[src/video_config_record_to_annexb_macros.svh]
// Assertion macros shared by the record-to-Annex-B converter.
`ifndef VIDEO_CONFIG_RECORD_TO_ANNEXB_MACROS_SVH
`define VIDEO_CONFIG_RECORD_TO_ANNEXB_MACROS_SVH

// Same-cycle implication, checked on every rising clk edge outside reset.
`define VCR2AB_ASSERT(label, ante, cons, msg) \
  label: assert property (@(posedge clk) disable iff (rst) (ante) |-> (cons)) \
    else $error(msg);

// Next-cycle implication, checked on every rising clk edge outside reset.
`define VCR2AB_ASSERT_NEXT(label, ante, cons, msg) \
  label: assert property (@(posedge clk) disable iff (rst) (ante) |=> (cons)) \
    else $error(msg);

`endif

[src/vcr2ab_pkg.sv]
// Types and constants shared by the record-to-Annex-B converter.
package vcr2ab_pkg;

  // Parser phases.
  localparam logic [3:0] PH_HEAD    = 4'd0;
  localparam logic [3:0] PH_PPSCNT  = 4'd1;
  localparam logic [3:0] PH_ARRTYPE = 4'd2;
  localparam logic [3:0] PH_CNTHI   = 4'd3;
  localparam logic [3:0] PH_CNTLO   = 4'd4;
  localparam logic [3:0] PH_LENHI   = 4'd5;
  localparam logic [3:0] PH_LENLO   = 4'd6;
  localparam logic [3:0] PH_DATA    = 4'd7;
  localparam logic [3:0] PH_BAD     = 4'd8;

  // Record formats.
  localparam logic FMT_AVCC = 1'b0;
  localparam logic FMT_HVCC = 1'b1;

  // Status codes.
  localparam logic [1:0] ST_OK        = 2'd0;
  localparam logic [1:0] ST_BAD_VER   = 2'd1;
  localparam logic [1:0] ST_TRUNCATED = 2'd2;
  localparam logic [1:0] ST_MISSING   = 2'd3;

  // NAL unit types of the parameter sets.
  localparam logic [5:0] NAL_VPS = 6'd32;
  localparam logic [5:0] NAL_SPS = 6'd33;
  localparam logic [5:0] NAL_PPS = 6'd34;

  // Header layout.
  localparam logic [7:0] RECORD_VERSION = 8'h01;
  localparam logic [4:0] AVCC_SPS_POS   = 5'd5;
  localparam logic [4:0] HVCC_ARR_POS   = 5'd22;

  // Required sets, bit 0 VPS, bit 1 SPS, bit 2 PPS.
  localparam logic [2:0] NEED_AVCC = 3'b110;
  localparam logic [2:0] NEED_HVCC = 3'b111;

  // Results caused by one input byte: an optional four-byte start code or
  // one payload byte, then an optional status.
  typedef struct packed {
    logic       sc;
    logic       dat;
    logic       stat;
    logic [7:0] data_byte;
    logic [1:0] tgt;
    logic [1:0] status;
  } bundle_t;

endpackage

[src/vcr2ab_parse.sv]
// Record parser: walks the configuration record and describes each byte's results.
module vcr2ab_parse (
  input  logic                clk,
  input  logic                rst,
  input  logic                take,
  input  logic                fmt,
  input  logic [7:0]          in_byte,
  input  logic                fin,
  output vcr2ab_pkg::bundle_t bundle
);

  logic [3:0]  phase, phase_next;
  logic [4:0]  pos, pos_next;
  logic [7:0]  lists, lists_next;
  logic [15:0] units, units_next;
  logic        first, first_next;
  logic [15:0] hold, hold_next;
  logic [15:0] payload, payload_next;
  logic [5:0]  cur_type, cur_type_next;
  logic [2:0]  seen, seen_next;
  logic        closed, closed_next;

  logic        active;
  logic        is_target;
  logic [1:0]  tgt;
  logic        do_start;
  logic        do_end_unit;
  logic [15:0] cnt;
  logic [15:0] len;
  logic [2:0]  need;

  assign is_target = (cur_type >= vcr2ab_pkg::NAL_VPS) && (cur_type <= vcr2ab_pkg::NAL_PPS);
  assign tgt       = cur_type[1:0];
  assign active    = take && !closed && (phase != vcr2ab_pkg::PH_BAD);
  assign len       = hold | {8'd0, in_byte};
  assign need      = (fmt == vcr2ab_pkg::FMT_HVCC) ? vcr2ab_pkg::NEED_HVCC
                                                   : vcr2ab_pkg::NEED_AVCC;

  always_comb begin
    phase_next    = phase;
    pos_next      = pos;
    lists_next    = lists;
    units_next    = units;
    first_next    = first;
    hold_next     = hold;
    payload_next  = payload;
    cur_type_next = cur_type;
    seen_next     = seen;
    closed_next   = closed;
    do_start      = 1'b0;
    do_end_unit   = 1'b0;
    cnt           = 16'd0;
    bundle        = '0;

    if (active) begin
      case (phase)
        vcr2ab_pkg::PH_HEAD: begin
          if (pos == 5'd0 && in_byte != vcr2ab_pkg::RECORD_VERSION) begin
            phase_next = vcr2ab_pkg::PH_BAD;
          end else if (fmt == vcr2ab_pkg::FMT_AVCC && pos >= vcr2ab_pkg::AVCC_SPS_POS) begin
            cur_type_next = vcr2ab_pkg::NAL_SPS;
            do_start      = 1'b1;
            cnt           = {11'd0, in_byte[4:0]};
          end else if (fmt == vcr2ab_pkg::FMT_HVCC && pos >= vcr2ab_pkg::HVCC_ARR_POS) begin
            lists_next = in_byte;
            if (in_byte == 8'd0) begin
              closed_next = 1'b1;
            end else begin
              phase_next = vcr2ab_pkg::PH_ARRTYPE;
            end
          end else begin
            pos_next = pos + 5'd1;
          end
        end
        vcr2ab_pkg::PH_PPSCNT: begin
          cur_type_next = vcr2ab_pkg::NAL_PPS;
          do_start      = 1'b1;
          cnt           = {8'd0, in_byte};
        end
        vcr2ab_pkg::PH_ARRTYPE: begin
          cur_type_next = in_byte[5:0];
          phase_next    = vcr2ab_pkg::PH_CNTHI;
        end
        vcr2ab_pkg::PH_CNTHI: begin
          hold_next  = {in_byte, 8'd0};
          phase_next = vcr2ab_pkg::PH_CNTLO;
        end
        vcr2ab_pkg::PH_CNTLO: begin
          do_start = 1'b1;
          cnt      = len;
        end
        vcr2ab_pkg::PH_LENHI: begin
          hold_next  = {in_byte, 8'd0};
          phase_next = vcr2ab_pkg::PH_LENLO;
        end
        vcr2ab_pkg::PH_LENLO: begin
          payload_next = len;
          if (first && is_target) begin
            bundle.sc  = 1'b1;
            bundle.tgt = tgt;
            seen_next  = seen | 3'(3'b001 << tgt);
          end
          if (len == 16'd0) begin
            do_end_unit = 1'b1;
          end else begin
            phase_next = vcr2ab_pkg::PH_DATA;
          end
        end
        vcr2ab_pkg::PH_DATA: begin
          if (first && is_target) begin
            bundle.dat       = 1'b1;
            bundle.data_byte = in_byte;
            bundle.tgt       = tgt;
          end
          if (payload <= 16'd1) begin
            payload_next = 16'd0;
            do_end_unit  = 1'b1;
          end else begin
            payload_next = payload - 16'd1;
          end
        end
        default: begin
        end
      endcase
    end

    // A new list begins with its unit count.
    if (do_start) begin
      units_next = cnt;
      first_next = 1'b1;
      if (cnt == 16'd0) begin
        if (fmt == vcr2ab_pkg::FMT_AVCC) begin
          closed_next = 1'b1;
        end else if (lists <= 8'd1) begin
          lists_next  = 8'd0;
          closed_next = 1'b1;
        end else begin
          lists_next = lists - 8'd1;
          phase_next = vcr2ab_pkg::PH_ARRTYPE;
        end
      end else begin
        phase_next = vcr2ab_pkg::PH_LENHI;
      end
    end

    // A unit is finished; move to the next unit, the next list or the end.
    if (do_end_unit) begin
      first_next = 1'b0;
      if (units <= 16'd1) begin
        units_next = 16'd0;
        if (fmt == vcr2ab_pkg::FMT_AVCC) begin
          if (cur_type == vcr2ab_pkg::NAL_SPS) begin
            phase_next = vcr2ab_pkg::PH_PPSCNT;
          end else begin
            closed_next = 1'b1;
          end
        end else if (lists <= 8'd1) begin
          lists_next  = 8'd0;
          closed_next = 1'b1;
        end else begin
          lists_next = lists - 8'd1;
          phase_next = vcr2ab_pkg::PH_ARRTYPE;
        end
      end else begin
        units_next = units - 16'd1;
        phase_next = vcr2ab_pkg::PH_LENHI;
      end
    end

    // The last byte reports the outcome and rearms the parser.
    if (take && fin) begin
      bundle.stat = 1'b1;
      if (phase_next == vcr2ab_pkg::PH_BAD) begin
        bundle.status = vcr2ab_pkg::ST_BAD_VER;
      end else if (closed_next) begin
        bundle.status = ((seen_next & need) == need) ? vcr2ab_pkg::ST_OK
                                                     : vcr2ab_pkg::ST_MISSING;
      end else begin
        bundle.status = vcr2ab_pkg::ST_TRUNCATED;
      end
      phase_next    = vcr2ab_pkg::PH_HEAD;
      pos_next      = 5'd0;
      lists_next    = 8'd0;
      units_next    = 16'd0;
      first_next    = 1'b1;
      hold_next     = 16'd0;
      payload_next  = 16'd0;
      cur_type_next = 6'd0;
      seen_next     = 3'd0;
      closed_next   = 1'b0;
    end
  end

  always_ff @(posedge clk) begin
    if (rst) begin
      phase    <= vcr2ab_pkg::PH_HEAD;
      pos      <= 5'd0;
      lists    <= 8'd0;
      units    <= 16'd0;
      first    <= 1'b1;
      hold     <= 16'd0;
      payload  <= 16'd0;
      cur_type <= 6'd0;
      seen     <= 3'd0;
      closed   <= 1'b0;
    end else if (take) begin
      phase    <= phase_next;
      pos      <= pos_next;
      lists    <= lists_next;
      units    <= units_next;
      first    <= first_next;
      hold     <= hold_next;
      payload  <= payload_next;
      cur_type <= cur_type_next;
      seen     <= seen_next;
      closed   <= closed_next;
    end
  end

endmodule

[src/video_config_record_to_annexb.sv]
// Top level of the avcC/hvcC configuration record to Annex-B converter.
//
// The record arrives on the slave stream one byte per request, with tlast
// on its last byte. The cfg channel writes the format register (0 avcC,
// 1 hvcC); it is always ready and should only be written while idle.
// Each accepted byte is parsed in the cycle it arrives and the results it
// causes (none, one payload byte, a four-byte start code, plus a status on
// the last byte) are captured in one result register, from which the
// master stream sends them one per cycle while m_tready is high, tlast
// marking the last result of a byte. The first result of a byte is
// offered in the cycle after the byte is taken. A byte causing zero or
// one result sustains one byte per cycle while the receiver is ready; a
// byte with more results holds further input until they have drained.
// A new byte is taken in the same cycle the last pending result
// leaves, so a stalled receiver holds the input back without loss.
// Reset clears the parser to the header phase, empties the result
// register and sets the format to avcC.
module video_config_record_to_annexb (
  input  logic        clk,
  input  logic        rst,
  // Slave stream: tdata[7:0] record_byte; tlast final_byte.
  input  logic        s_tvalid,
  output logic        s_tready,
  input  logic [7:0]  s_tdata,
  input  logic        s_tlast,
  // Master stream: tdata[7:0] out_byte, [9:8] status_code, upper bits zero.
  output logic        m_tvalid,
  input  logic        m_tready,
  output logic [15:0] m_tdata,
  // tuser[1:0] target_set, [2] is_data, [3] is_status.
  output logic [3:0]  m_tuser,
  output logic        m_tlast,
  // Configuration: cfg_data[0] record_format.
  input  logic        cfg_valid,
  output logic        cfg_ready,
  input  logic        cfg_data
);

  `include "video_config_record_to_annexb_macros.svh"

  logic                fmt;
  logic                s_acc;
  logic                m_acc;
  vcr2ab_pkg::bundle_t new_bnd;
  vcr2ab_pkg::bundle_t bnd;
  logic                bvalid;
  logic [2:0]          idx;
  logic [2:0]          count;
  logic                last;
  logic                in_sc;
  logic                in_dat;

  assign cfg_ready = 1'b1;

  always_ff @(posedge clk) begin
    if (rst) begin
      fmt <= vcr2ab_pkg::FMT_AVCC;
    end else if (cfg_valid && cfg_ready) begin
      fmt <= cfg_data;
    end
  end

  assign s_acc = s_tvalid && s_tready;
  assign m_acc = m_tvalid && m_tready;

  vcr2ab_parse u_parse (
    .clk     (clk),
    .rst     (rst),
    .take    (s_acc),
    .fmt     (fmt),
    .in_byte (s_tdata),
    .fin     (s_tlast),
    .bundle  (new_bnd)
  );

  // Number of results held and whether the one on the bus is the last.
  assign count = (bnd.sc ? 3'd4 : 3'd0) + {2'd0, bnd.dat} + {2'd0, bnd.stat};
  assign last  = (idx == count - 3'd1);

  // Input is taken when the result register is empty or its last result
  // is leaving in this cycle.
  assign s_tready = !bvalid || (m_tready && last);

  always_ff @(posedge clk) begin
    if (rst) begin
      bvalid <= 1'b0;
      idx    <= 3'd0;
    end else if (s_acc) begin
      bvalid <= new_bnd.sc || new_bnd.dat || new_bnd.stat;
      idx    <= 3'd0;
    end else if (m_acc) begin
      if (last) begin
        bvalid <= 1'b0;
        idx    <= 3'd0;
      end else begin
        idx <= idx + 3'd1;
      end
    end
  end

  always_ff @(posedge clk) begin
    if (s_acc) begin
      bnd <= new_bnd;
    end
  end

  // Start code bytes come first, then the payload byte, then the status.
  assign in_sc  = bnd.sc && (idx < 3'd4);
  assign in_dat = bnd.dat && (idx == 3'd0);

  always_comb begin
    m_tvalid = bvalid;
    m_tlast  = last;
    m_tdata  = 16'd0;
    m_tuser  = 4'd0;
    if (in_sc) begin
      m_tdata[7:0] = (idx == 3'd3) ? 8'h01 : 8'h00;
      m_tuser[1:0] = bnd.tgt;
      m_tuser[2]   = 1'b1;
    end else if (in_dat) begin
      m_tdata[7:0] = bnd.data_byte;
      m_tuser[1:0] = bnd.tgt;
      m_tuser[2]   = 1'b1;
    end else begin
      m_tdata[9:8] = bnd.status;
      m_tuser[3]   = 1'b1;
    end
  end

  // A status result always closes the results of its byte.
  `VCR2AB_ASSERT(a_status_last, m_tvalid && m_tuser[3], m_tlast, "status not last result")
  // Input is only taken over a full result register when it is draining.
  `VCR2AB_ASSERT(a_ready_drain, bvalid && s_tready, m_tready && last, "input taken while busy")
  // The last record byte always leaves a status pending.
  `VCR2AB_ASSERT_NEXT(a_final_status, s_acc && s_tlast, bvalid && bnd.stat, "status lost")
  // The result pointer stays within the results held.
  `VCR2AB_ASSERT(a_idx_range, bvalid, idx < count, "result pointer out of range")

endmodule
[config.mk]
export PLATFORM = sky130hd
export DESIGN_NAME = video_config_record_to_annexb
export DESIGN_NICKNAME = d
export VERILOG_FILES = /design/src/vcr2ab_pkg.sv /design/src/vcr2ab_parse.sv /design/src/video_config_record_to_annexb.sv
export VERILOG_INCLUDE_DIRS = /design/src /design/src/src
export SDC_FILE = /design/constraint.sdc
export NUM_CORES = 1
export LEC_CHECK = 0
export BUFFER_PORTS_ARGS = -buffer_cell sky130_fd_sc_hd__buf_2
export CAP_MARGIN = 20
export CORE_AREA = 10 10 122 124
export CTS_CLUSTER_SIZE = 10
export DETAILED_ROUTE_END_ITERATION = 8
export DIE_AREA = 0 0 132 134
export HOLD_SLACK_MARGIN = 0.1
export PLACE_DENSITY = 0.59
export SETUP_SLACK_MARGIN = 0.15
export SLEW_MARGIN = 20
export SYNTH_ARGS = -nofsm -noshare
export SYNTH_HDL_FRONTEND = slang
export SYNTH_HIERARCHICAL = 1
export SYNTH_SLANG_ARGS = --single-unit
[constraint.sdc]
create_clock -name clk -period 6 [get_ports clk]
set_input_delay 1.2 -clock clk [delete_from_list [all_inputs] [get_ports clk]]
set_output_delay 1.2 -clock clk [all_outputs]
set_load 0.02 [all_outputs]
After elaboration in Yosys (flattened, before gate mapping)
Cells that the tools add are included.
{ "classes": {"n_addsub": 8, "multipliers": 0, "div_mod_pow": 0, "order_cmp": 8, "eq_ne": 19, "shift": 1, "muxes": 113, "bitwise": 5, "reduce_logical": 43} }
{ "ops": {"columns": ["cell", "count"], "rows": [
  ["$mux 16", 12],
  ["$mux 8", 15],
  ["$mux 4", 16],
  ["$pmux 16 s3", 1],
  ["$mux 1", 37],
  ["$mux 5", 7],
  ["$le 16x1->1 const B", 2],
  ["$logic_not 16->1", 2],
  ["$pmux 16 s2", 1],
  ["$sub 16x1->16 const B", 2],
  ["$mux 3", 8],
  ["$mux 6", 4],
  ["$pmux 4 s5", 1],
  ["$pmux 6 s3", 1],
  ["$eq 4x3->1 const B", 4],
  ["$or 16x8->16", 1],
  ["$mux 2", 7],
  ["$logic_and 1x1->1", 13],
  ["$reduce_bool 2->1", 5],
  ["$reduce_and 3->1", 3],
  ["$eq 4x2->1 const B", 2],
  ["$le 8x1->1 const B", 1],
  ["$logic_not 8->1", 1],
  ["$ne 8x1->1 const B", 1],
  ["other kinds (36)", 50]
]} }
{ "word_totals": {"ff_bits": 96, "latchBits": 0, "ram_bits": 0, "rom_bits": 0, "input_bits": 15, "output_inout_bits": 24, "wordCells": 217, "mem_count": 0} }

Depth between registers and ports, before layout
{ "logic_depth": {"ltp_word": 21, "ltp_mapped": 15, "depth_no_buf": 12} }

Modules after synthesis
The synthesis kept the hierarchy.
{ "by_module_without_submodules": {"columns": ["module", "instances", "cells_per_inst", "area_each_um2", "seq_area_each_um2"], "rows": [
  ["vcr2ab_parse", 1, 591, 4434.3, 1361.3],
  ["video_config_record_to_annexb", 1, 91, 1056.0, 550.5]
]} }

Worst setup path before layout
No wires, ideal clock.
{ "synth_timing": {"kind": "input to register", "from": "input s_tvalid", "to": "register bvalid, in the netlist m_tvalid", "setup_time_ps": 86, "t_arrival_ps": 4137, "t_required_ps": 5914, "path_slack_ps": 1777, "stages": 9, "n_path_buf": 1, "path_cell_list": "nand2_1 -> o31ai_2 -> nor2b_1 -> clkbuf_1 -> nand2b_1 -> a2111oi_1 -> o31a_1 -> nor3b_1 -> a211oi_1"} }
{ "synth_rtl": {"columns": ["item", "line_no", "text"], "rows": [
  ["from (decl)", "video_config_record_to_annexb.sv:22", "input logic s_tvalid,"],
  ["to (signal assigned)", "video_config_record_to_annexb.sv:89", "bvalid <= new_bnd.sc || new_bnd.dat || new_bnd.stat;"],
  ["to (decl)", "video_config_record_to_annexb.sv:46", "logic bvalid;"]
]} }

Worst setup path in the final report
{ "layout_timing": {"from": "register bnd[13] (netlist bit)", "to": "register u_parse.lists[4]"} }
{ "layout_between": {"elab_chain_cells": 17, "elab_cells_between_ends": 22, "classes_between": "add/sub (3); eq/ne (1); mux (11); reduce/logical (7)"} }
{ "layout_lines": {"columns": ["item", "line_no", "text"], "rows": [
  ["from (decl)", "video_config_record_to_annexb.sv:45", "vcr2ab_pkg::bundle_t bnd;"],
  ["from (signal assigned)", "video_config_record_to_annexb.sv:103", "bnd <= new_bnd;"],
  ["$add 3x1->3 (*) (2 in series)", "video_config_record_to_annexb.sv:77", "assign count = (bnd.sc ? 3'd4 : 3'd0) + {2'd0, bnd.dat} + {2'd0, bnd.stat};"],
  ["$sub 3x1->3 (*)", "video_config_record_to_annexb.sv:78", "assign last = (idx == count - 3'd1);"],
  ["$eq 3x3->1 (*)", "video_config_record_to_annexb.sv:78", null],
  ["$logic_and 1x1->1 (*)", "video_config_record_to_annexb.sv:82", "assign s_tready = !bvalid || (m_tready && last);"],
  ["$logic_or 1x1->1 (*)", "video_config_record_to_annexb.sv:82", null],
  ["$logic_and 1x1->1 (*)", "video_config_record_to_annexb.sv:63", "assign s_acc = s_tvalid && s_tready;"],
  ["net s_acc", "video_config_record_to_annexb.sv:42", "logic s_acc;"],
  ["$logic_and 1x1->1 (2 in series)", "vcr2ab_parse.sv:34", "assign active = take && !closed && (phase != vcr2ab_pkg::PH_BAD);"],
  ["$mux 16 or $mux 8 (tied branches)", "vcr2ab_parse.sv:55", "if (active) begin"],
  ["$logic_not 16->1 or $mux 8 (tied branches)", "vcr2ab_parse.sv:131, vcr2ab_parse.sv:132", null],
  ["$mux 8", "vcr2ab_parse.sv:131", "if (cnt == 16'd0) begin"],
  ["$mux 8", "vcr2ab_parse.sv:128", "if (do_start) begin"],
  ["$mux 8", "vcr2ab_parse.sv:151", "if (fmt == vcr2ab_pkg::FMT_AVCC) begin"],
  ["$mux 8", "vcr2ab_parse.sv:149", "if (units <= 16'd1) begin"],
  ["$mux 8", "vcr2ab_parse.sv:147", "if (do_end_unit) begin"],
  ["$mux 8", "vcr2ab_parse.sv:171", "if (take && fin) begin"],
  ["to (signal assigned)", "vcr2ab_parse.sv:209", "lists <= lists_next;"],
  ["to (decl)", "vcr2ab_parse.sv:14", "logic [7:0] lists, lists_next;"]
]} }
Mark *: on every way through the listed nets, which the timed path passes. The rest lies on a longest branch.
A chain may end at the register's enable or synchronous reset.

==> results.md <==
- Remaining global-route overflow: 0
- Final sum of negative setup slack: 0 ps
- Most common library cells after synthesis: 104 x nor2_1, 73 x dfxtp_1, 44 x a21oi_1, 44 x nand2_1, 31 x o21ai_0
- Fraction of the yosys area taken by sequential cells: 34.8%
- Internal portion of total power: 0.917 mW
- Hold Crit Depth: 2
- Clk pwr share: 40.6%
- Final std cells w/o fill: 873
- Weighted congestion at the end of routability-driven global placement: 0.880
- Setup Fix Bufs, Post-CTS: 0
- H-tree depth: 3
- Unrepaired setup endpoints after global routing: false
- Proportion of power drawn by combinational gates: under 10%
- Die outline area: 0.0177 mm2
- Maximum number of pins on one net before global-route repair: 46
- Detail Route Antenna Nets: 0
- Transition time at the pin with the least slew margin: 1080 ps
- Total power divided by cell area: 206 mW/mm2
- Detail Placement HPWL: 10800 um
- Count of buffers inserted at the top-level ports: 31
- Worst slack, placed: 1800 ps
- Number of endpoints failing setup at the final stage: 0
- Post-cts gate resize count: 0
- Ys flop type: dfxtp_1
- Smallest setup slack after layout: 1890 ps
- Proportion of register bits with asynchronous set or reset after synthesis: 0%
- Gr usage total: 17.4%
- Crit path capture type: register
- Layout-stage area growth over the synthesis result: 9.00%
- Reported max-cap violation count: 0
- Die X: 132 um
- Share of post-route cells with drive strength above 1: a little over a tenth
- Number of clock buffers inserted by TritonCTS: 9
- Area inside the core boundary: around 0.012 mm2
- Starting DRT DRC Count: 388
- Number of global-route vias before repair: slightly below 5000
- Class of the tightest hold or removal check: register to register
- Yosys warns: 6
- Cell Rows: 41
- Final net count: 725
- Cell chosen for the clock root: clkbuf_16
- TritonCTS clock tree: built
- Share of power burned in registers: 49.9%
- Source of the worst register-to-register timing path: bnd[13]
- Terminating pin of the worst hold path: u_parse/seen[2]
- Number of detailed-route iterations in the first pass: 5
- Share of cell area taken by muxes after synthesis: 2.46%
- Complex-gate fraction of the synthesized area: 20.6%
- Utilization after layout: 48.0%
- Register-to-register path setup slack: 1890 ps
- Final period utilization: 68.5%
- Portion of synthesized cell area occupied by the leading cell type: between 20% and 30%
- Library cell with the largest summed area after synthesis: dfxtp_1
- Final count of pins violating max slew: 0
- Number of hold violations in the final report: 0
- Reg-to-reg critical path endpoint: u_parse/lists[4]
- Maximum number of buffers from clock root to sink: 2
- Number of antenna repair diodes: 0
- CTS hold repair buffers: 0
- Fraction of the mapped netlist area in adder cells: approximately 3.2%
- Logic depth of the worst register-to-register path: 13
- Count of clock tree sinks: 88
- Post-synthesis xor/xnor area fraction: about 3.6%
- Min cycle time layout: 4110 ps
- Net load switching power: between 0.3 and 0.4 mW
- Combinational family with the most area after synthesis: simple AND/OR/NAND/NOR gates
- Detailed-route wire length per cell: 17.8 um
- Vias: 5112
- I/O pin cnt: 39
- Run status: complete, no violations
- Hold_sp: u_parse/seen[2]
- Per-instance average area after synthesis: 8.05 um2
- # DRC: 0
- Worst slack on hold paths: about 470 ps
- Routed vias/inst: 5.86
- Worst skew pair latency: 350 ps
- CP Class: register to register
- Gate count of the mapped netlist: approximately 680
- Share of total power consumed by net switching: 25.7%
- Largest cells by area after synthesis: dfxtp_1 27%, edfxtp_1 8.2%, nor2_1 7.1%
- Upper clock frequency limit: 0.243 GHz
- Data required time at the worst endpoint: 6260 ps
- Relative slew slack: 28.1%
- Post-synthesis cell area: ~0.0055 mm2
- Category of the worst setup path launch point: register
- Worst IR Drop VDD: 0.140 mV
- Number of flops mapped to enable cells by yosys: 15
- Leak: 2.27 nW
- Routed Wire Length: 15500 um
- Clock skew after layout: 4.38 ps
- Cell variety after synth: 75
- Initial antenna violation count: 1
- Synthesis-stage register bit count: 88
- Arrival time reported for the critical path endpoint: around 4400 ps
- Initial standard-cell utilization of the core: between 40% and 50%
- Die Span Y: 134 um
- Fraction of the mapped netlist area in simple logic gates: between 20 and 30%
- Total instance count after detailed placement: 857
- Crit-path max FO: 21
- CTS clk-pin slew, worst paths: 60 ps
- Global-route wire length before repair: 25200 um
- Most common cell in the netlist: nor2_1
power groups by stage:
stage / sequential [mW] / clock (mW) / combinational (mW)
final: 0.616 / 0.501 / 0.116
after global routing: 0.617 / 0.537 / 0.126
after CTS: 0.616 / 0.515 / 0.116
after detailed placement: 0.629 / 0 / 0.115
after global placement: 0.629 / 0 / 0.113
after floorplan: 0.627 / 0 / 0.0761
logic make-up (layout without fill, tap and decap cells):
family	Yosys count	in the layout
fa+ha+maj	14	14
mux	13	13
buf+inv	64	78
xor+xnor	22	22
simple gates	310	310
flops	88	88
compound gates	169	169
other cells	2	7
flip-flops by register name, summed over array words and instances (netlist names):
register,cells
bnd,15
fmt,1
idx,3
m_tvalid,1
u_parse/closed,1
u_parse/cur_type,6
u_parse/first,1
u_parse/hold,8
u_parse/lists,8
u_parse/payload,16
u_parse/phase,4
u_parse/pos,5
u_parse/seen,3
u_parse/units,16
metrics by stage:
stage	power (mW)	cell area (um2)
after floorplan	0.703	5510
after global placement	0.742	5730
after detailed placement	0.744	5730
after CTS	1.25	5980
after global routing	1.28	5980
final	1.23	5980
layer usage:
layer  wire [um]  part of all wire (%)  vias up  track usage [%]
met3         720                   4.6       25             3.55
met1        7210                    46     2466             21.7
met5           0                     0        -                0
li1            -                     -     2483                -
met2        7240                    47      138             28.3
met4         337                   2.2        0             7.73
cell type report:
cell class              instances  area [um2]
fillers                      1251        6480
multi-input cells             535        3310
flip-flops and latches         88        1910
clock buffers                  11         233
well taps                     172         215
repair buffers                 36         193
inverters                      26        97.6
clock inverters                 5        23.8
placed cells by master (no fill, tap or decap), types with 12 or more instances in the layout:
master    netlist  final
edfxtp_1       15     15
mux2i_1        12     12
nor3_1         27     27
a31oi_1        15     15
a22oi_1        20     20
a21oi_1        44     44
nand2b_1       14     14
dfxtp_1        73     73
inv_1          26     26
ha_1           14     14
nor2_1        104    104
or3_1          13     13
o21ai_0        31     31
buf_2           4     31
nor2b_1        12     12
xnor2_1        14     14
and2_1         18     18
nor4_1         15     15
nand2_1        44     44
worst max-delay path by stage:
| stage | from | end | cells after the start |
|---|---|---|---|
| 2_1_floorplan | s_tvalid | m_tvalid | 9 |
| 3_3_place_gp | m_tready | u_parse/lists[7] | 10 |
| 3_5_place_dp | s_tvalid | u_parse/lists[4] | 11 |
| 4_1_cts | bnd[13] | u_parse/lists[7] | 12 |
| 5_1_grt | bnd[13] | u_parse/lists[4] | 13 |
| 6_report | bnd[13] | u_parse/lists[4] | 13 |
worst max-delay path, cell delays in order, from the launching register on:
cell	delay [ps]
edfxtp_1	370
inv_1	50
ha_1	210
or2_2	290
mux2_4	290
o31ai_2	240
buf_4	300
nor2b_1	540
and3_1	460
a22oi_2	170
a32oi_1	300
nor2b_1	450
o21ai_1	150
a31oi_1	200
No activity file was read; power rests on OpenSTA's default activity.
